--- config.mk ---
export PLATFORM = sky130hd
export DESIGN_NAME = rc_channel_frame_decoder
export DESIGN_NICKNAME = d
export VERILOG_FILES = /design/src/rtl/rcfd_pkg.sv /design/src/rtl/rc_channel_frame_decoder.sv /design/src/rtl/rcfd_div.sv /design/src/rtl/rcfd_unpack.sv
export SDC_FILE = /design/constraint.sdc
export NUM_CORES = 1
export LEC_CHECK = 0
export ABC_AREA = 1
export BUFFER_PORTS_ARGS = -buffer_cell sky130_fd_sc_hd__buf_2
export CAP_MARGIN = 25
export CORE_MARGIN = 2
export CORE_UTILIZATION = 63
export CTS_CLUSTER_SIZE = 28
export DETAILED_ROUTE_END_ITERATION = 10
export PLACE_DENSITY = 0.87
export SYNTH_ARGS = -nofsm -noshare
export SYNTH_HDL_FRONTEND = slang
export SYNTH_HIERARCHICAL = 1
export SYNTH_SLANG_ARGS = --single-unit
--- constraint.sdc ---
create_clock -name i_clk -period 8.6 [get_ports i_clk]
set_input_delay 1.72 -clock i_clk [delete_from_list [all_inputs] [get_ports i_clk]]
set_output_delay 1.72 -clock i_clk [all_outputs]
set_load 0.05 [all_outputs]
--- src/rtl/rcfd_pkg.sv ---
// Shared widths, register codes, class codes and types of the RC channel frame decoder.
`timescale 1ns / 1ps
`default_nettype none

package rcfd_pkg;

    localparam int BYTE_W     = 8;
    localparam int RAW_W      = 11;
    localparam int CH_W       = 4;
    localparam int CLS_W      = 3;
    localparam int MAP_W      = 16;
    localparam int SW_W       = 2;
    localparam int CFG_IDX_W  = 3;
    localparam int CFG_DATA_W = 11;

    // Result tdata: channel_index, raw_value, mapped_value, switch_state from bit 0 up
    localparam int OUT_FIELDS_W = CH_W + RAW_W + MAP_W + SW_W;
    localparam int OUT_TDATA_W  = ((OUT_FIELDS_W + 7) / 8) * 8;
    localparam int OUT_PAD_W    = OUT_TDATA_W - OUT_FIELDS_W;
    localparam int OUT_RAW_LSB  = CH_W;
    localparam int OUT_MAP_LSB  = CH_W + RAW_W;
    localparam int OUT_SW_LSB   = CH_W + RAW_W + MAP_W;

    localparam int CHANNEL_COUNT_DEF = 16;
    localparam int FRACTION_BITS_DEF = 8;

    // Configuration register indexes
    localparam logic [CFG_IDX_W-1:0] CFG_SYNC_ADDRESS = 3'd0;
    localparam logic [CFG_IDX_W-1:0] CFG_FRAME_KIND   = 3'd1;
    localparam logic [CFG_IDX_W-1:0] CFG_STICK_LOW    = 3'd2;
    localparam logic [CFG_IDX_W-1:0] CFG_STICK_HIGH   = 3'd3;
    localparam logic [CFG_IDX_W-1:0] CFG_CENTER_POINT = 3'd4;
    localparam logic [CFG_IDX_W-1:0] CFG_KNOB_LOW     = 3'd5;
    localparam logic [CFG_IDX_W-1:0] CFG_KNOB_HIGH    = 3'd6;

    localparam logic [BYTE_W-1:0] RST_SYNC_ADDRESS = 8'd200;
    localparam logic [BYTE_W-1:0] RST_FRAME_KIND   = 8'd22;
    localparam logic [RAW_W-1:0]  RST_STICK_LOW    = 11'd174;
    localparam logic [RAW_W-1:0]  RST_STICK_HIGH   = 11'd1811;
    localparam logic [RAW_W-1:0]  RST_CENTER_POINT = 11'd992;
    localparam logic [RAW_W-1:0]  RST_KNOB_LOW     = 11'd191;
    localparam logic [RAW_W-1:0]  RST_KNOB_HIGH    = 11'd1792;

    typedef logic [CLS_W-1:0] t_class;

    localparam t_class CLS_PLAIN = 3'd0;
    localparam t_class CLS_STICK = 3'd1;
    localparam t_class CLS_KNOB  = 3'd2;
    localparam t_class CLS_SW3   = 3'd3;
    localparam t_class CLS_SW2   = 3'd4;

    localparam logic [SW_W-1:0] SW_OFF  = 2'd0;
    localparam logic [SW_W-1:0] SW_POS1 = 2'd1;
    localparam logic [SW_W-1:0] SW_POS2 = 2'd2;

    localparam logic [RAW_W-1:0] SW3_POS1_RAW = 11'd997;
    localparam logic [RAW_W-1:0] SW3_POS2_RAW = 11'd1792;
    localparam logic [RAW_W-1:0] SW2_ON_ABOVE = 11'd1000;

    // Full-scale position before the fixed-point shift
    localparam int MAP_SPAN = 100;
    localparam int MAP_MAX  = 32767;
    localparam int MAP_MIN  = -32768;

    typedef struct packed {
        logic              valid;
        logic [CH_W-1:0]   index;
        logic [RAW_W-1:0]  raw;
    } t_chan_evt;

    function automatic t_class class_of(input logic [CH_W-1:0] ch);
        t_class cls;
        unique case (ch)
            4'd0, 4'd1, 4'd2, 4'd3: cls = CLS_STICK;
            4'd10, 4'd11:           cls = CLS_KNOB;
            4'd5, 4'd6, 4'd7, 4'd8: cls = CLS_SW3;
            4'd4, 4'd9:             cls = CLS_SW2;
            default:                cls = CLS_PLAIN;
        endcase
        return cls;
    endfunction

endpackage

`default_nettype wire

--- src/rtl/rc_channel_frame_decoder.sv ---
// Top level of the RC channel frame decoder: configuration, mapping sequencer, result register.
// A byte that completes a stick or knob channel inside valid limits goes through the multiply,
// divider start, bit-serial divide and output states to the result register; any other
// completed channel goes straight from idle to the output state, then to the result register.
// Throughput: bytes that complete no channel are taken every cycle; tready stays low while a
// channel result is worked out and until the result register is free. Synchronous active-low
// reset restores the default configuration and clears the frame state; no clearing pass.
`timescale 1ns / 1ps
`default_nettype none

module rc_channel_frame_decoder #(
    parameter int CHANNEL_COUNT = rcfd_pkg::CHANNEL_COUNT_DEF,
    parameter int FRACTION_BITS = rcfd_pkg::FRACTION_BITS_DEF
) (
    input  wire logic                             i_clk,
    input  wire logic                             i_rst_n,
    input  wire logic                             i_cfg_we,
    input  wire logic [rcfd_pkg::CFG_IDX_W-1:0]   i_cfg_idx,
    input  wire logic [rcfd_pkg::CFG_DATA_W-1:0]  i_cfg_data,
    input  wire logic                             s_axis_tvalid,
    output logic                                  s_axis_tready,
    input  wire logic [rcfd_pkg::BYTE_W-1:0]      s_axis_tdata,  // byte_value
    input  wire logic                             s_axis_tuser,  // frame_start
    output logic                                  m_axis_tvalid,
    input  wire logic                             m_axis_tready,
    // channel_index, raw_value, mapped_value, switch_state, zero padding
    output logic [rcfd_pkg::OUT_TDATA_W-1:0]      m_axis_tdata,
    output logic [rcfd_pkg::CLS_W-1:0]            m_axis_tuser,  // channel_class
    output logic                                  m_axis_tlast   // last_channel
);

    import rcfd_pkg::*;

    localparam int S_W   = FRACTION_BITS + 7;
    localparam int P_W   = S_W + RAW_W;
    localparam int N_W   = P_W + 2;
    localparam int D_W   = RAW_W + 1;
    localparam int RES_W = S_W + 1;
    localparam int SAT_W = (RES_W > MAP_W + 1) ? RES_W : MAP_W + 1;

    localparam int SCALE_INT = MAP_SPAN << FRACTION_BITS;
    localparam logic [S_W-1:0] SCALE = S_W'(SCALE_INT);

    localparam logic signed [MAP_W-1:0] MAP_POS_FULL =
        MAP_W'((SCALE_INT > MAP_MAX) ? MAP_MAX : SCALE_INT);
    localparam logic signed [MAP_W-1:0] MAP_NEG_FULL =
        MAP_W'((SCALE_INT > -MAP_MIN) ? MAP_MIN : -SCALE_INT);
    localparam logic signed [SAT_W-1:0] SAT_HI = SAT_W'(MAP_MAX);
    localparam logic signed [SAT_W-1:0] SAT_LO = SAT_W'(MAP_MIN);

    localparam logic [2:0] ST_IDLE  = 3'd0;
    localparam logic [2:0] ST_MUL   = 3'd1;
    localparam logic [2:0] ST_START = 3'd2;
    localparam logic [2:0] ST_DIV   = 3'd3;
    localparam logic [2:0] ST_OUT   = 3'd4;

    // configuration
    logic [BYTE_W-1:0] r_sync_address, r_frame_kind;
    logic [RAW_W-1:0]  r_stick_low, r_stick_high, r_center_point, r_knob_low, r_knob_high;

    // sequencer and working registers
    logic [2:0]               r_state, n_state;
    logic [CH_W-1:0]          r_ch, n_ch;
    logic [RAW_W-1:0]         r_raw, n_raw;
    t_class                   r_cls, n_cls;
    logic [SW_W-1:0]          r_sw, n_sw;
    logic signed [MAP_W-1:0]  r_map, n_map;
    logic                     r_lower, n_lower;
    logic [RAW_W-1:0]         r_diff, n_diff;
    logic [RAW_W-1:0]         r_den, n_den;
    logic [P_W-1:0]           r_prod, n_prod;

    // result register
    logic                     r_m_valid, n_m_valid;
    logic [OUT_TDATA_W-1:0]   r_m_data, n_m_data;
    t_class                   r_m_cls, n_m_cls;
    logic                     r_m_last, n_m_last;

    logic                     accept;
    t_chan_evt                evt;
    t_class                   evt_cls;
    logic [RAW_W-1:0]         lo, hi;
    logic                     map_bad;
    logic                     div_start;
    logic [N_W-1:0]           div_dividend;
    logic                     div_done;
    logic [N_W-1:0]           div_quo;
    logic signed [RES_W-1:0]  res;
    logic signed [SAT_W-1:0]  res_ext;
    logic                     out_free;

    assign s_axis_tready = (r_state == ST_IDLE);
    assign accept        = s_axis_tvalid && s_axis_tready;

    rcfd_unpack #(
        .CHANNEL_COUNT (CHANNEL_COUNT)
    ) u_unpack (
        .i_clk          (i_clk),
        .i_rst_n        (i_rst_n),
        .i_accept       (accept),
        .i_byte         (s_axis_tdata),
        .i_frame_start  (s_axis_tuser),
        .i_sync_address (r_sync_address),
        .i_frame_kind   (r_frame_kind),
        .o_evt          (evt)
    );

    assign div_start    = (r_state == ST_START);
    assign div_dividend = N_W'({r_prod, 1'b0}) + N_W'(r_den);

    rcfd_div #(
        .N_W (N_W),
        .D_W (D_W)
    ) u_div (
        .i_clk      (i_clk),
        .i_rst_n    (i_rst_n),
        .i_start    (div_start),
        .i_dividend (div_dividend),
        .i_divisor  ({r_den, 1'b0}),
        .o_done     (div_done),
        .o_quotient (div_quo)
    );

    always_comb begin
        evt_cls = class_of(evt.index);
        lo      = (evt_cls == CLS_KNOB) ? r_knob_low  : r_stick_low;
        hi      = (evt_cls == CLS_KNOB) ? r_knob_high : r_stick_high;
        map_bad = (lo >= hi) || (r_center_point <= lo) || (r_center_point >= hi);

        // quotient never exceeds the full scale
        if (r_lower) begin
            res = $signed({1'b0, div_quo[S_W-1:0]}) - $signed({1'b0, SCALE});
        end else begin
            res = $signed({1'b0, div_quo[S_W-1:0]});
        end
        res_ext  = SAT_W'(res);
        out_free = !r_m_valid || m_axis_tready;

        n_state   = r_state;
        n_ch      = r_ch;
        n_raw     = r_raw;
        n_cls     = r_cls;
        n_sw      = r_sw;
        n_map     = r_map;
        n_lower   = r_lower;
        n_diff    = r_diff;
        n_den     = r_den;
        n_prod    = r_prod;
        n_m_valid = r_m_valid && !m_axis_tready;
        n_m_data  = r_m_data;
        n_m_cls   = r_m_cls;
        n_m_last  = r_m_last;

        unique case (r_state)
            ST_IDLE: begin
                if (evt.valid) begin
                    n_ch    = evt.index;
                    n_raw   = evt.raw;
                    n_cls   = evt_cls;
                    n_sw    = SW_OFF;
                    n_map   = '0;
                    n_state = ST_OUT;
                    if (evt_cls == CLS_STICK || evt_cls == CLS_KNOB) begin
                        if (map_bad || evt.raw < lo) begin
                            n_map = MAP_NEG_FULL;
                        end else if (evt.raw > hi) begin
                            n_map = MAP_POS_FULL;
                        end else if (evt.raw < r_center_point) begin
                            n_lower = 1'b1;
                            n_diff  = evt.raw - lo;
                            n_den   = r_center_point - lo;
                            n_state = ST_MUL;
                        end else begin
                            n_lower = 1'b0;
                            n_diff  = evt.raw - r_center_point;
                            n_den   = hi - r_center_point;
                            n_state = ST_MUL;
                        end
                    end else if (evt_cls == CLS_SW3) begin
                        if (evt.raw == SW3_POS1_RAW) begin
                            n_sw = SW_POS1;
                        end else if (evt.raw == SW3_POS2_RAW) begin
                            n_sw = SW_POS2;
                        end
                    end else if (evt_cls == CLS_SW2) begin
                        n_sw = (evt.raw > SW2_ON_ABOVE) ? SW_POS1 : SW_OFF;
                    end
                end
            end
            ST_MUL: begin
                n_prod  = P_W'(r_diff) * P_W'(SCALE);
                n_state = ST_START;
            end
            ST_START: n_state = ST_DIV;
            ST_DIV: begin
                if (div_done) begin
                    if (res_ext > SAT_HI) begin
                        n_map = MAP_W'(MAP_MAX);
                    end else if (res_ext < SAT_LO) begin
                        n_map = MAP_W'(MAP_MIN);
                    end else begin
                        n_map = $signed(res_ext[MAP_W-1:0]);
                    end
                    n_state = ST_OUT;
                end
            end
            ST_OUT: begin
                // hold until the result register is free
                if (out_free) begin
                    n_m_valid = 1'b1;
                    n_m_data  = {{OUT_PAD_W{1'b0}}, r_sw, r_map, r_raw, r_ch};
                    n_m_cls   = r_cls;
                    n_m_last  = (r_ch == CH_W'(CHANNEL_COUNT - 1));
                    n_state   = ST_IDLE;
                end
            end
            default: n_state = ST_IDLE;
        endcase
    end

    always_ff @(posedge i_clk) begin
        if (!i_rst_n) begin
            r_sync_address <= RST_SYNC_ADDRESS;
            r_frame_kind   <= RST_FRAME_KIND;
            r_stick_low    <= RST_STICK_LOW;
            r_stick_high   <= RST_STICK_HIGH;
            r_center_point <= RST_CENTER_POINT;
            r_knob_low     <= RST_KNOB_LOW;
            r_knob_high    <= RST_KNOB_HIGH;
        end else if (i_cfg_we) begin
            unique case (i_cfg_idx)
                CFG_SYNC_ADDRESS: r_sync_address <= i_cfg_data[BYTE_W-1:0];
                CFG_FRAME_KIND:   r_frame_kind   <= i_cfg_data[BYTE_W-1:0];
                CFG_STICK_LOW:    r_stick_low    <= i_cfg_data[RAW_W-1:0];
                CFG_STICK_HIGH:   r_stick_high   <= i_cfg_data[RAW_W-1:0];
                CFG_CENTER_POINT: r_center_point <= i_cfg_data[RAW_W-1:0];
                CFG_KNOB_LOW:     r_knob_low     <= i_cfg_data[RAW_W-1:0];
                CFG_KNOB_HIGH:    r_knob_high    <= i_cfg_data[RAW_W-1:0];
                default:          r_knob_high    <= r_knob_high;
            endcase
        end
    end

    always_ff @(posedge i_clk) begin
        if (!i_rst_n) begin
            r_state   <= ST_IDLE;
            r_m_valid <= 1'b0;
        end else begin
            r_state   <= n_state;
            r_m_valid <= n_m_valid;
        end
        r_ch     <= n_ch;
        r_raw    <= n_raw;
        r_cls    <= n_cls;
        r_sw     <= n_sw;
        r_map    <= n_map;
        r_lower  <= n_lower;
        r_diff   <= n_diff;
        r_den    <= n_den;
        r_prod   <= n_prod;
        r_m_data <= n_m_data;
        r_m_cls  <= n_m_cls;
        r_m_last <= n_m_last;
    end

    assign m_axis_tvalid = r_m_valid;
    assign m_axis_tdata  = r_m_data;
    assign m_axis_tuser  = r_m_cls;
    assign m_axis_tlast  = r_m_last;

endmodule

`default_nettype wire

--- src/rtl/rcfd_div.sv ---
// Iterative restoring divider, one quotient bit per cycle.
`timescale 1ns / 1ps
`default_nettype none

module rcfd_div #(
    parameter int N_W = 28,
    parameter int D_W = 12
) (
    input  wire logic           i_clk,
    input  wire logic           i_rst_n,
    input  wire logic           i_start,
    input  wire logic [N_W-1:0] i_dividend,
    input  wire logic [D_W-1:0] i_divisor,
    output logic                o_done,
    output logic      [N_W-1:0] o_quotient
);

    localparam int CNT_W = $clog2(N_W + 1);

    logic             r_busy, n_busy;
    logic             r_done, n_done;
    logic [CNT_W-1:0] r_cnt, n_cnt;
    logic [N_W-1:0]   r_quo, n_quo;
    logic [D_W-1:0]   r_rem, n_rem;
    logic [D_W-1:0]   r_den, n_den;

    logic [D_W:0]     trial;
    logic [D_W:0]     trial_sub;
    logic             ge;

    always_comb begin
        trial     = {r_rem, r_quo[N_W-1]};
        ge        = (trial >= {1'b0, r_den});
        trial_sub = trial - {1'b0, r_den};

        n_busy = r_busy;
        n_done = 1'b0;
        n_cnt  = r_cnt;
        n_quo  = r_quo;
        n_rem  = r_rem;
        n_den  = r_den;

        if (i_start) begin
            n_busy = 1'b1;
            n_cnt  = CNT_W'(N_W);
            n_quo  = i_dividend;
            n_rem  = '0;
            n_den  = i_divisor;
        end else if (r_busy) begin
            // shift in the next dividend bit, keep the remainder below the divisor
            n_quo = {r_quo[N_W-2:0], ge};
            n_rem = ge ? trial_sub[D_W-1:0] : trial[D_W-1:0];
            n_cnt = r_cnt - CNT_W'(1);
            if (r_cnt == CNT_W'(1)) begin
                n_busy = 1'b0;
                n_done = 1'b1;
            end
        end
    end

    always_ff @(posedge i_clk) begin
        if (!i_rst_n) begin
            r_busy <= 1'b0;
            r_done <= 1'b0;
            r_cnt  <= '0;
        end else begin
            r_busy <= n_busy;
            r_done <= n_done;
            r_cnt  <= n_cnt;
        end
        r_quo <= n_quo;
        r_rem <= n_rem;
        r_den <= n_den;
    end

    assign o_done     = r_done;
    assign o_quotient = r_quo;

endmodule

`default_nettype wire

--- src/rtl/rcfd_unpack.sv ---
// Header check and little-endian 11-bit channel unpacking of the frame byte stream.
`timescale 1ns / 1ps
`default_nettype none

module rcfd_unpack #(
    parameter int CHANNEL_COUNT = rcfd_pkg::CHANNEL_COUNT_DEF
) (
    input  wire logic                        i_clk,
    input  wire logic                        i_rst_n,
    input  wire logic                        i_accept,
    input  wire logic [rcfd_pkg::BYTE_W-1:0] i_byte,
    input  wire logic                        i_frame_start,
    input  wire logic [rcfd_pkg::BYTE_W-1:0] i_sync_address,
    input  wire logic [rcfd_pkg::BYTE_W-1:0] i_frame_kind,
    output rcfd_pkg::t_chan_evt              o_evt
);

    import rcfd_pkg::*;

    localparam int NC_W   = $clog2(CHANNEL_COUNT + 1);
    localparam int HELD_W = 4;
    localparam int SUM_W  = 5;
    localparam int BUF_W  = RAW_W - 1;
    localparam int ACC_W  = BUF_W + BYTE_W;

    localparam logic [1:0] POS_IDLE = 2'd0;
    localparam logic [1:0] POS_LEN  = 2'd1;
    localparam logic [1:0] POS_KIND = 2'd2;
    localparam logic [1:0] POS_DATA = 2'd3;

    logic [1:0]        r_pos, n_pos;
    logic              r_hdr_ok, n_hdr_ok;
    logic [BUF_W-1:0]  r_buf, n_buf;
    logic [HELD_W-1:0] r_held, n_held;
    logic [NC_W-1:0]   r_next, n_next;

    logic [ACC_W-1:0]  acc;
    logic [SUM_W-1:0]  held_sum;
    t_chan_evt         evt;

    always_comb begin
        acc      = ACC_W'(r_buf) | (ACC_W'(i_byte) << r_held);
        held_sum = SUM_W'(r_held) + SUM_W'(BYTE_W);

        n_pos    = r_pos;
        n_hdr_ok = r_hdr_ok;
        n_buf    = r_buf;
        n_held   = r_held;
        n_next   = r_next;
        evt      = '0;

        if (i_accept) begin
            if (i_frame_start) begin
                // restart: drop pending bits
                n_pos    = POS_LEN;
                n_hdr_ok = (i_byte == i_sync_address);
                n_buf    = '0;
                n_held   = '0;
                n_next   = '0;
            end else begin
                unique case (r_pos)
                    POS_IDLE: n_pos = r_pos;
                    POS_LEN:  n_pos = POS_KIND;
                    POS_KIND: begin
                        n_pos    = POS_DATA;
                        n_hdr_ok = r_hdr_ok && (i_byte == i_frame_kind);
                    end
                    POS_DATA: begin
                        if (r_hdr_ok && (r_next < NC_W'(CHANNEL_COUNT))) begin
                            if (held_sum < SUM_W'(RAW_W)) begin
                                n_buf  = acc[BUF_W-1:0];
                                n_held = held_sum[HELD_W-1:0];
                            end else begin
                                evt.valid = 1'b1;
                                evt.index = CH_W'(r_next);
                                evt.raw   = acc[RAW_W-1:0];
                                n_buf     = BUF_W'(acc[ACC_W-1:RAW_W]);
                                n_held    = HELD_W'(held_sum - SUM_W'(RAW_W));
                                n_next    = r_next + NC_W'(1);
                            end
                        end
                    end
                endcase
            end
        end
    end

    always_ff @(posedge i_clk) begin
        if (!i_rst_n) begin
            r_pos    <= POS_IDLE;
            r_hdr_ok <= 1'b0;
            r_buf    <= '0;
            r_held   <= '0;
            r_next   <= '0;
        end else begin
            r_pos    <= n_pos;
            r_hdr_ok <= n_hdr_ok;
            r_buf    <= n_buf;
            r_held   <= n_held;
            r_next   <= n_next;
        end
    end

    assign o_evt = evt;

endmodule

`default_nettype wire

==> results of run 1 <==
==> kinds of logic after synthesis <==
group           synth area share [%]
compound gates                  9.56
xor+xnor                        2.73
fa+ha+maj                       9.83
buf+inv                         8.61
flops                           43.8
mux                            0.254
other cells                   0.0238
simple gates                    25.2
==> synthesized netlist by cell type (12+ instances only) <==
cell / instances / share of area [%]
sky130_fd_sc_hd__nor3_1: 21 / 0.67
sky130_fd_sc_hd__xnor2_1: 15 / 0.83
sky130_fd_sc_hd__o21ai_0: 101 / 3.2
sky130_fd_sc_hd__nor2_2: 12 / 0.48
sky130_fd_sc_hd__or2_2: 12 / 0.48
sky130_fd_sc_hd__nand4_1: 42 / 1.7
sky130_fd_sc_hd__xor2_1: 34 / 1.9
sky130_fd_sc_hd__a21oi_1: 88 / 2.8
sky130_fd_sc_hd__clkbuf_1: 34 / 0.81
sky130_fd_sc_hd__ha_1: 106 / 8.4
sky130_fd_sc_hd__nand2_2: 22 / 0.87
sky130_fd_sc_hd__nand3_1: 140 / 4.5
sky130_fd_sc_hd__dfxtp_1: 116 / 15
sky130_fd_sc_hd__edfxtp_1: 152 / 29
sky130_fd_sc_hd__nand2_1: 464 / 11
sky130_fd_sc_hd__nor2_1: 168 / 4.0
sky130_fd_sc_hd__inv_1: 272 / 6.5
==> state kept, by name (all words and copies together) (netlist names), 8 cells and up <==
| register | flops |
|---|---|
| m_axis_tdata | 33 |
| r_center_point | 11 |
| r_den | 11 |
| r_diff | 11 |
| r_frame_kind | 8 |
| r_knob_high | 11 |
| r_knob_low | 11 |
| r_map | 16 |
| r_prod | 16 |
| r_raw | 11 |
| r_stick_high | 11 |
| r_stick_low | 11 |
| r_sync_address | 8 |
| u_div/o_quotient | 28 |
| u_div/r_den | 12 |
| u_div/r_rem | 12 |
| u_unpack/r_buf | 10 |
==> path summary, 6_finish.rpt <==
check,from,end,slack (ps),depth (start not counted)
max,s_axis_tvalid,r_den[10],1660,21
min,r_map[13],m_axis_tdata[28],410,0
max reg2reg,r_state[0],r_den[10],1800,23
min reg2reg,r_map[13],m_axis_tdata[28],410,0
==> power by group through the flow <==
stage | Sequential [mW] | Combinational, mW | Clock [mW]
finish | 1.68 | 1.01 | 1.17
global route | 1.69 | 1.09 | 1.23
CTS | 1.68 | 0.993 | 1.18
detailed placement | 1.70 | 0.976 | 0
global placement | 1.70 | 0.913 | 0
floorplan | 1.82 | 0.574 | 0
==> final cells by class <==
class | instances | share of cell area (%)
Antenna cell | 1 | 0.0145
Clock buffer | 43 | 4.76
Clock inverter | 7 | 0.457
Inverter | 281 | 6.14
Multi-Input combinational cell | 1349 | 43.8
Sequential cell | 268 | 40.0
Tap cell | 324 | 2.35
Timing Repair Buffer | 76 | 2.47
==> layout by cell type (no fill, tap or decap), types with 15 or more instances in the layout <==
cell and count:
sky130_fd_sc_hd__nand2_1 464, sky130_fd_sc_hd__inv_1 272, sky130_fd_sc_hd__nor2_1 167, sky130_fd_sc_hd__edfxtp_1 152, sky130_fd_sc_hd__nand3_1 140, sky130_fd_sc_hd__dfxtp_1 116
sky130_fd_sc_hd__ha_1 106, sky130_fd_sc_hd__o21ai_0 101, sky130_fd_sc_hd__a21oi_1 86, sky130_fd_sc_hd__buf_2 66, sky130_fd_sc_hd__nand4_1 42, sky130_fd_sc_hd__xor2_1 34
sky130_fd_sc_hd__clkbuf_16 27, sky130_fd_sc_hd__nand2_2 22, sky130_fd_sc_hd__nor3_1 19, sky130_fd_sc_hd__xnor2_1 15
==> routing by layer <==
layer / wire, um / GRT usage, % / share of wire, % / vias to the layer above
met5: 0 / 0 / 0 / -
met4: 1870 / 13.4 / 4.4 / 0
met3: 2560 / 3.73 / 6.0 / 106
met2: 21200 / 56.7 / 50 / 555
met1: 17100 / 40.5 / 40 / 6328
li1: - / - / - / 6503
==> metrics by stage <==
stage,util [%],worst slack (ps),hold slack [ps]
final,70.6,1660,414
after global routing,70.6,1110,414
after CTS,70.6,1730,416
after detailed placement,67.0,1220,405
after global placement,66.8,1430,400
after floorplan,-,2030,400
==> worst max-delay path: stages <==
cell and delay (ps):
sky130_fd_sc_hd__buf_2 80, sky130_fd_sc_hd__inv_1 30, sky130_fd_sc_hd__nor2_1 270, sky130_fd_sc_hd__nand2_2 130, sky130_fd_sc_hd__nor3_4 260, sky130_fd_sc_hd__nand2_4 120
sky130_fd_sc_hd__a21oi_4 280, sky130_fd_sc_hd__inv_4 150, sky130_fd_sc_hd__nor2_2 450, sky130_fd_sc_hd__nand3_4 390, sky130_fd_sc_hd__o21ai_0 670, sky130_fd_sc_hd__inv_1 100
sky130_fd_sc_hd__ha_1 320, sky130_fd_sc_hd__nand2_1 50, sky130_fd_sc_hd__o21ai_0 430, sky130_fd_sc_hd__nand4_1 150, sky130_fd_sc_hd__nand3_1 130, sky130_fd_sc_hd__nand3_1 140
sky130_fd_sc_hd__nor2_2 240, sky130_fd_sc_hd__nand3_1 170, sky130_fd_sc_hd__nor2_2 790
==> metrics, run 1 <==
total number of nets in the final design 2148; Pre-antenna DRT Iters 6; power share of the combinational group 26.1%; crit path time final 6940 ps; antenna violations before repair 0; Pleak 7.99 nW; post-CTS setup buffer count 0; Post-Place Cell Area 16300 um2; Mapped Avg Cell Area 8.08 um2; clock root buffer master sky130_fd_sc_hd__clkbuf_16; area taken by flip-flops and latches 6890 um2; total wire length 42700 um; Overall Power 3.86 mW; highest clock rate 0.144 GHz; largest fanout on the critical path 30; portion of total power attributed to the clock network 30.4%; die extent in y 162 um; count of non-filler cells in the finished layout 2349; number of distinct standard cells referenced by the synthesized netlist 57; WL/cell 18.2 um; Peak supply drop 0.000187 V; clock transition at the registers of the reported paths 60 ps; number of sinks on the clock net 268; PwrDens 224 nW/um2; primary flip-flop cell chosen by synthesis mapping sky130_fd_sc_hd__edfxtp_1; DR iter-0 viols 1303; effective utilization at floorplan 64.5%; Worst EP required 8760 ps; fraction of registers with async set/reset 0%; # placed instances 2298; Arr. time, crit path 7090 ps; post-synthesis instance total 1948; portion of total power attributed to sequential cells 43.6%; number of remaining DRC errors 0; number of synthesized flops with an enable pin 152; outcome complete, no violations; transition time at the pin with the least slew margin 1000 ps; worst setup skew after layout 12.5 ps; Total Routing Usage GR 32.2%; die footprint 26300 um2; Netlist Area Pre-Place 15700 um2; number of max-slew violations in the final report 0; synth-to-layout area growth 9.48%; remaining max-slew budget at the tightest pin 33.2%; register area share after synthesis 43.8%; warnings from Yosys 6; post-detailed-route via-to-cell ratio 5.74; Detail Placement HPWL 32400 um; max-capacitance violation count 0; number of buffer cells added on primary ports 66; detailed-route via count 13500; H-tree lvl count 1; total overflow reported by the global router 0; share of total power consumed by net switching 34.3%; startpoint-to-endpoint class of the critical path in -> reg; final-report hold violation count 0; clock tree from TritonCTS yes; total CTS buffers 27; I/O pin total 74; Placer Congestion 0.952; number of buffers inserted for hold repair after clock tree synthesis 0; Multi-input gate area 7560 um2; total non-filler cell area in the finished layout 17200 um2; number of gates resized after CTS 0; core outline area 24400 um2; reported net switching power 1.32 mW; die extent in x 162 um; first-pass GRT wire length 66600 um; fraction of final layout cells sized beyond drive strength 1 9.98%; number of global-route vias before repair 12700; standard-cell row count 57; Antenna Violating Nets Remaining 0; ratio of final minimum period to clock period 80.7%; buffer depth of the longest clock path 3; Setup Viol. Count Final 0; Internal Power 2.53 mW; path category of the worst min-delay check reg -> reg; number of synthesized register bits 268; number of filler cells placed in the layout 1823; total negative setup slack 0 ps; clock latency reported for the late side of the worst-skew pair 540 ps; Setup crit start kind primary input; largest net degree at the start of global routing 84; setup repair after global routing missed its margin no; kind of capture point of the worst setup path register
(Power assumes the default switching activity.)
==> run 2, diff against run 1 <==
- clock period: 8.6 -> 7 ns (I/O delays scaled with it)
==> run 2 against run 1 <==
Against the previous run:
- global-route usage down 0.59 points
- clock power up 32%
- total power up 25%
- count of clock-buffer cells in the layout down 5
- cell area up 0.47%
- critical path depth up 3
- register-to-register slack worse by 920 ps
- wire length down 2.4%
- combinational power up 22%
- sequential share of layout area down 0.19 points
- clock skew about the same
- die area unchanged
- critical endpoint is now r_diff[10]
- largest cell class unchanged
- largest power group unchanged
==> metrics, run 2 (synthesis gave the netlist of run 1 again) <==
clock tree from TritonCTS yes; largest net degree at the start of global routing 85; detailed-route via count 13600; PwrDens 279 nW/um2; die extent in x 162 um; total CTS buffers 27; clock root buffer master sky130_fd_sc_hd__clkbuf_16; number of gates resized after CTS 0; crit path time final 6120 ps; setup repair after global routing missed its margin no; synth-to-layout area growth 9.99%; number of max-slew violations in the final report 0; final-report hold violation count 0; antenna violations before repair 0; effective utilization at floorplan 64.5%; die extent in y 162 um; Total Routing Usage GR 31.6%; post-CTS setup buffer count 0; H-tree lvl count 1; number of buffers inserted for hold repair after clock tree synthesis 0; Pleak 8.03 nW; ratio of final minimum period to clock period 87.4%; number of flip-flops under the largest register name 33; number of filler cells placed in the layout 1846; startpoint-to-endpoint class of the critical path reg -> reg; DR iter-0 viols 1382; post-detailed-route via-to-cell ratio 5.76; ant diodes 0; transition time at the pin with the least slew margin 1070 ps; outcome complete, no violations; max-capacitance violation count 0; buffer depth of the longest clock path 3; Antenna Violating Nets Remaining 0; total overflow reported by the global router 0; Setup crit start kind register; Pre-antenna DRT Iters 6; number of global-route vias before repair 12800; Overall Power 4.84 mW; core outline area 24400 um2; I/O pin total 74; Arr. time, crit path 6340 ps; fraction of final layout cells sized beyond drive strength 1 10.2%; commonest non-fill, non-tap cell in the layout sky130_fd_sc_hd__nand2_1; clock latency reported for the late side of the worst-skew pair 550 ps; Critical Path, Cell by Cell nor2_1 > inv_1 > nor2_1 > inv_1 > nor2_1 > nand2_2 > nor3_4 > nand2_4 > a21oi_4 > inv_4 > nor2_2 > nand3_4 > o21ai_0 > inv_1 > ha_1 > nand2_1 > o21ai_0 > nand4_1 > nand3_1 > nand3_1 > nor2_2 > nand3_1 > nor2_2 > buf_4; total negative setup slack 0 ps; largest fanout on the critical path 30; kind of capture point of the worst setup path register; Placer Congestion 0.989; WL/cell 17.7 um; path category of the worst min-delay check reg -> reg; highest cell delay on the worst timing path 610 ps; Detail Placement HPWL 30800 um; total wire length 41600 um; Peak supply drop 0.000248 V; number of buffer cells added on primary ports 66; worst setup skew after layout 12.6 ps; Worst EP required 7220 ps; Setup Viol. Count Final 0; highest clock rate 0.163 GHz; remaining max-slew budget at the tightest pin 28.4%; total number of nets in the final design 2152; standard-cell row count 57; first-pass GRT wire length 65800 um; clock transition at the registers of the reported paths 60 ps; commonest cells after routing, fill and taps aside sky130_fd_sc_hd__nand2_1 (464), sky130_fd_sc_hd__inv_1 (272), sky130_fd_sc_hd__nor2_1 (167), sky130_fd_sc_hd__edfxtp_1 (152), sky130_fd_sc_hd__nand3_1 (140); die footprint 26300 um2; number of sinks on the clock net 268; Slowest-stage cell, CP sky130_fd_sc_hd__o21ai_0; number of remaining DRC errors 0
## run 2: cell count changes in the layout (fill, tap and decap cells not counted)
cell / delta
sky130_fd_sc_hd__diode_2: -1
sky130_fd_sc_hd__clkbuf_8: -4
sky130_fd_sc_hd__clkinv_2: +1
sky130_fd_sc_hd__buf_8: -1
sky130_fd_sc_hd__clkinvlp_4: +1
sky130_fd_sc_hd__buf_4: +5
sky130_fd_sc_hd__inv_6: -1
sky130_fd_sc_hd__bufinv_16: +4
sky130_fd_sc_hd__clkbuf_4: -1
## run 2: worst paths after layout
| kind | from | to | slack, ps | cells past startpoint |
|---|---|---|---|---|
| worst max-delay path | r_state[0] | r_diff[10] | 880 | 24 |
| worst min-delay path | r_map[7] | m_axis_tdata[22] | 420 | 0 |
| worst max register to register | r_state[0] | r_diff[10] | 880 | 24 |
| worst min register to register | r_map[7] | m_axis_tdata[22] | 420 | 0 |
## run 2: final cells by class
cell class                      count  area, um2  area share, %
Clock buffer                       38        757           4.37
Clock inverter                     12        203           1.17
Inverter                          281       1060           6.11
Multi-Input combinational cell   1349       7560           43.6
Sequential cell                   268       6890           39.8
Tap cell                          324        405           2.34
Timing Repair Buffer               80        448           2.59
## run 2: per-layer routing
metal / routed length, um / vias up / global-route usage [%] / share of wire, %
li1: - / 6524 / - / -
met1: 16300 / 6279 / 39.2 / 39
met2: 20500 / 617 / 56.0 / 49
met3: 2920 / 136 / 3.93 / 7.0
met4: 1960 / 0 / 13.4 / 4.7
met5: 0 / - / 0 / 0
## run 2: report_power, final
group / switching, mW / total, mW / internal (mW)
clock: 0.602 / 1.54 / 0.941
sequential: 0.114 / 2.06 / 1.95
combinational: 0.915 / 1.23 / 0.315
total: 1.63 / 4.84 / 3.21
## run 2: metrics by stage
stage                     instances  util, %  instance area [um2]  hold slack [ps]  setup slack (ps)
after floorplan                1956        -                15800              400               716
after global placement         2301     67.0                16300              403               817
after detailed placement       2301     67.0                16300              405               578
after CTS                      2351     70.9                17300              412               989
after global routing           2352     71.0                17300              424               446
final                          2352     71.0                17300              417               879
## run 2: worst max-delay path, delay by kind of cell, from the launching register on
family	cells	cell delay (ps)
and+or+nand+nor	15	2990
AOI/OAI and AO/OA	3	1320
buffers and inverters	5	790
DFF	1	350
adders and majority gates	1	320
==> run 3, diff against run 2 <==
- BUFFER_PORTS_ARGS: -buffer_cell sky130_fd_sc_hd__buf_2 -> -buffer_cell sky130_fd_sc_hd__clkbuf_2
==> run 3 against run 2 <==
Against the previous run:
- utilization hardly changed
- via count grew 1.2%
- final cell count hardly changed
- register-to-register slack got worse by 40 ps
- first-iteration DRC count up 4.2%
- sequential power hardly changed
- critical path type unchanged
- critical endpoint is now r_den[9]
- largest cell class unchanged
- largest power group unchanged
==> metrics, run 3 (synthesis gave the netlist of run 1 again) <==
outcome complete, no violations; crit path time final 6160 ps; antenna violations before repair 0; setup repair after global routing missed its margin no; post-detailed-route via-to-cell ratio 5.83; Pre-antenna DRT Iters 5; die footprint 26300 um2; clock tree from TritonCTS yes; final core occ 71.0%; Detail Placement HPWL 31300 um; highest cell delay on the worst timing path 680 ps; number of flip-flops under the largest register name 33; PwrDens 280 nW/um2; worst setup skew after layout 14.2 ps; Total Routing Usage GR 32.6%; Buf+Inv Stages, Crit Path 5; largest fanout on the critical path 30; clock transition at the registers of the reported paths 70 ps; hold depth 0; Slowest-stage cell, CP sky130_fd_sc_hd__o21ai_0; number of buffer cells added on primary ports 66; commonest non-fill, non-tap cell in the layout sky130_fd_sc_hd__nand2_1; minimum setup slack after placement 478 ps; Pleak 8.05 nW; clock root buffer master sky130_fd_sc_hd__clkbuf_16; number of remaining DRC errors 0; Placer Congestion 0.995; fraction of final layout cells sized beyond drive strength 1 10.6%; Overall Power 4.84 mW; post-route setup slack 835 ps; portion of total power attributed to sequential cells 42.8%; reported net switching power 1.69 mW; share of total power consumed by net switching 34.9%; Antenna Violating Nets Remaining 0; commonest cells after routing, fill and taps aside sky130_fd_sc_hd__nand2_1 (464), sky130_fd_sc_hd__inv_1 (272), sky130_fd_sc_hd__nor2_1 (167), sky130_fd_sc_hd__edfxtp_1 (152), sky130_fd_sc_hd__nand3_1 (140); die extent in y 162 um; effective utilization at floorplan 64.5%; startpoint-to-endpoint class of the critical path reg -> reg; max-capacitance violation count 0; remaining max-slew budget at the tightest pin 31.0%; highest clock rate 0.162 GHz; number of filler cells placed in the layout 1813; number of global-route vias before repair 13200; standard-cell row count 57; WL/cell 18.2 um; Arr. time, crit path 6400 ps; transition time at the pin with the least slew margin 1030 ps; number of sinks on the clock net 268; Setup crit start kind register; Internal Power 3.16 mW; Setup Viol. Count Final 0; Worst R2R Path Depth 24; final-report hold violation count 0; Critical Path, Cell by Cell nor2_1 > inv_1 > nor2_1 > inv_1 > nor2_1 > nand2_2 > nor3_4 > nand2_4 > a21oi_4 > inv_4 > nor2_2 > nand3_4 > o21ai_0 > inv_1 > ha_1 > nand2_1 > o21ai_0 > nand4_1 > nand3_1 > nand3_1 > nor2_2 > nand3_1 > nor2_2 > buf_4; synth-to-layout area growth 10.1%; first-pass GRT wire length 67600 um; clock latency reported for the late side of the worst-skew pair 560 ps; total overflow reported by the global router 0; kind of capture point of the worst setup path register; number of gates resized after CTS 0; total wire length 42900 um; die extent in x 162 um; buffer depth of the longest clock path 3; core outline area 24400 um2; ant diodes 0; H-tree lvl count 1; I/O pin total 74; total CTS buffers 27; path category of the worst min-delay check reg -> reg; Peak supply drop 0.000226 V; DR iter-0 viols 1440; detailed-route via count 13700; number of max-slew violations in the final report 0; portion of total power attributed to the clock network 31.5%; total negative setup slack 0 ps; largest net degree at the start of global routing 85; number of buffers inserted for hold repair after clock tree synthesis 0; Worst EP required 7230 ps; power share of the combinational group 25.6%; ratio of final minimum period to clock period 88.1%; total number of nets in the final design 2154; post-CTS setup buffer count 0; Worst path depth 24; kind of cell with the highest combined delay on the critical path simple AND/OR/NAND/NOR gates
==> run 3: power groups by stage <==
stage / Sequential (mW) / Combinational, mW / Clock, mW
3_5_place_dp: 2.10 / 1.17 / 0
5_1_grt: 2.09 / 1.34 / 1.60
2_1_floorplan: 2.23 / 0.705 / 0
3_3_place_gp: 2.09 / 1.12 / 0
4_1_cts: 2.07 / 1.20 / 1.54
6_report: 2.07 / 1.24 / 1.53
==> run 3: worst paths after layout <==
path,end,slack (ps),from
hold / removal,m_axis_tdata[4],420,r_raw[0]
setup / recovery,r_den[9],840,r_state[0]
hold reg to reg,m_axis_tdata[4],420,r_raw[0]
setup reg to reg,r_den[9],840,r_state[0]
==> run 3: worst register-to-register path, cell delays in order (launching register included) <==
cell	delay (ps)
sky130_fd_sc_hd__dfxtp_1	340
sky130_fd_sc_hd__nor2_1	190
sky130_fd_sc_hd__inv_1	60
sky130_fd_sc_hd__nor2_1	260
sky130_fd_sc_hd__inv_1	200
sky130_fd_sc_hd__nor2_1	330
sky130_fd_sc_hd__nand2_2	140
sky130_fd_sc_hd__nor3_4	250
sky130_fd_sc_hd__nand2_4	120
sky130_fd_sc_hd__a21oi_4	280
sky130_fd_sc_hd__inv_4	150
sky130_fd_sc_hd__nor2_2	410
sky130_fd_sc_hd__nand3_4	350
sky130_fd_sc_hd__o21ai_0	690
sky130_fd_sc_hd__inv_1	110
sky130_fd_sc_hd__ha_1	330
sky130_fd_sc_hd__nand2_1	60
sky130_fd_sc_hd__o21ai_0	420
sky130_fd_sc_hd__nand4_1	150
sky130_fd_sc_hd__nand3_1	110
sky130_fd_sc_hd__nand3_1	130
sky130_fd_sc_hd__nor2_2	230
sky130_fd_sc_hd__nand3_1	160
sky130_fd_sc_hd__nor2_2	100
sky130_fd_sc_hd__buf_4	280
==> run 3: area by class of cell <==
type,instances,area (um2),share of cell area [%]
clock buffer,34,756,4.36
clock inverter,16,191,1.11
inverter,281,1060,6.10
multi-input combinational,1349,7560,43.6
sequential,268,6890,39.8
tap,324,405,2.34
timing repair buffer,82,470,2.72
==> run 3: through the flow <==
step	hold WS [ps]	instance area, um2	instances
finish	418	17300	2354
global route	424	17300	2354
CTS	419	17300	2353
detailed placement	405	16400	2303
global placement	404	16300	2302
floorplan	400	15800	1956
==> run 3: layer usage <==
layer	track usage [%]	part of all wire, %	up-vias
met5	0	0	-
li1	-	-	6523
met4	16.0	5.6	0
met2	56.9	48	644
met3	3.91	6.4	172
met1	40.2	40	6376
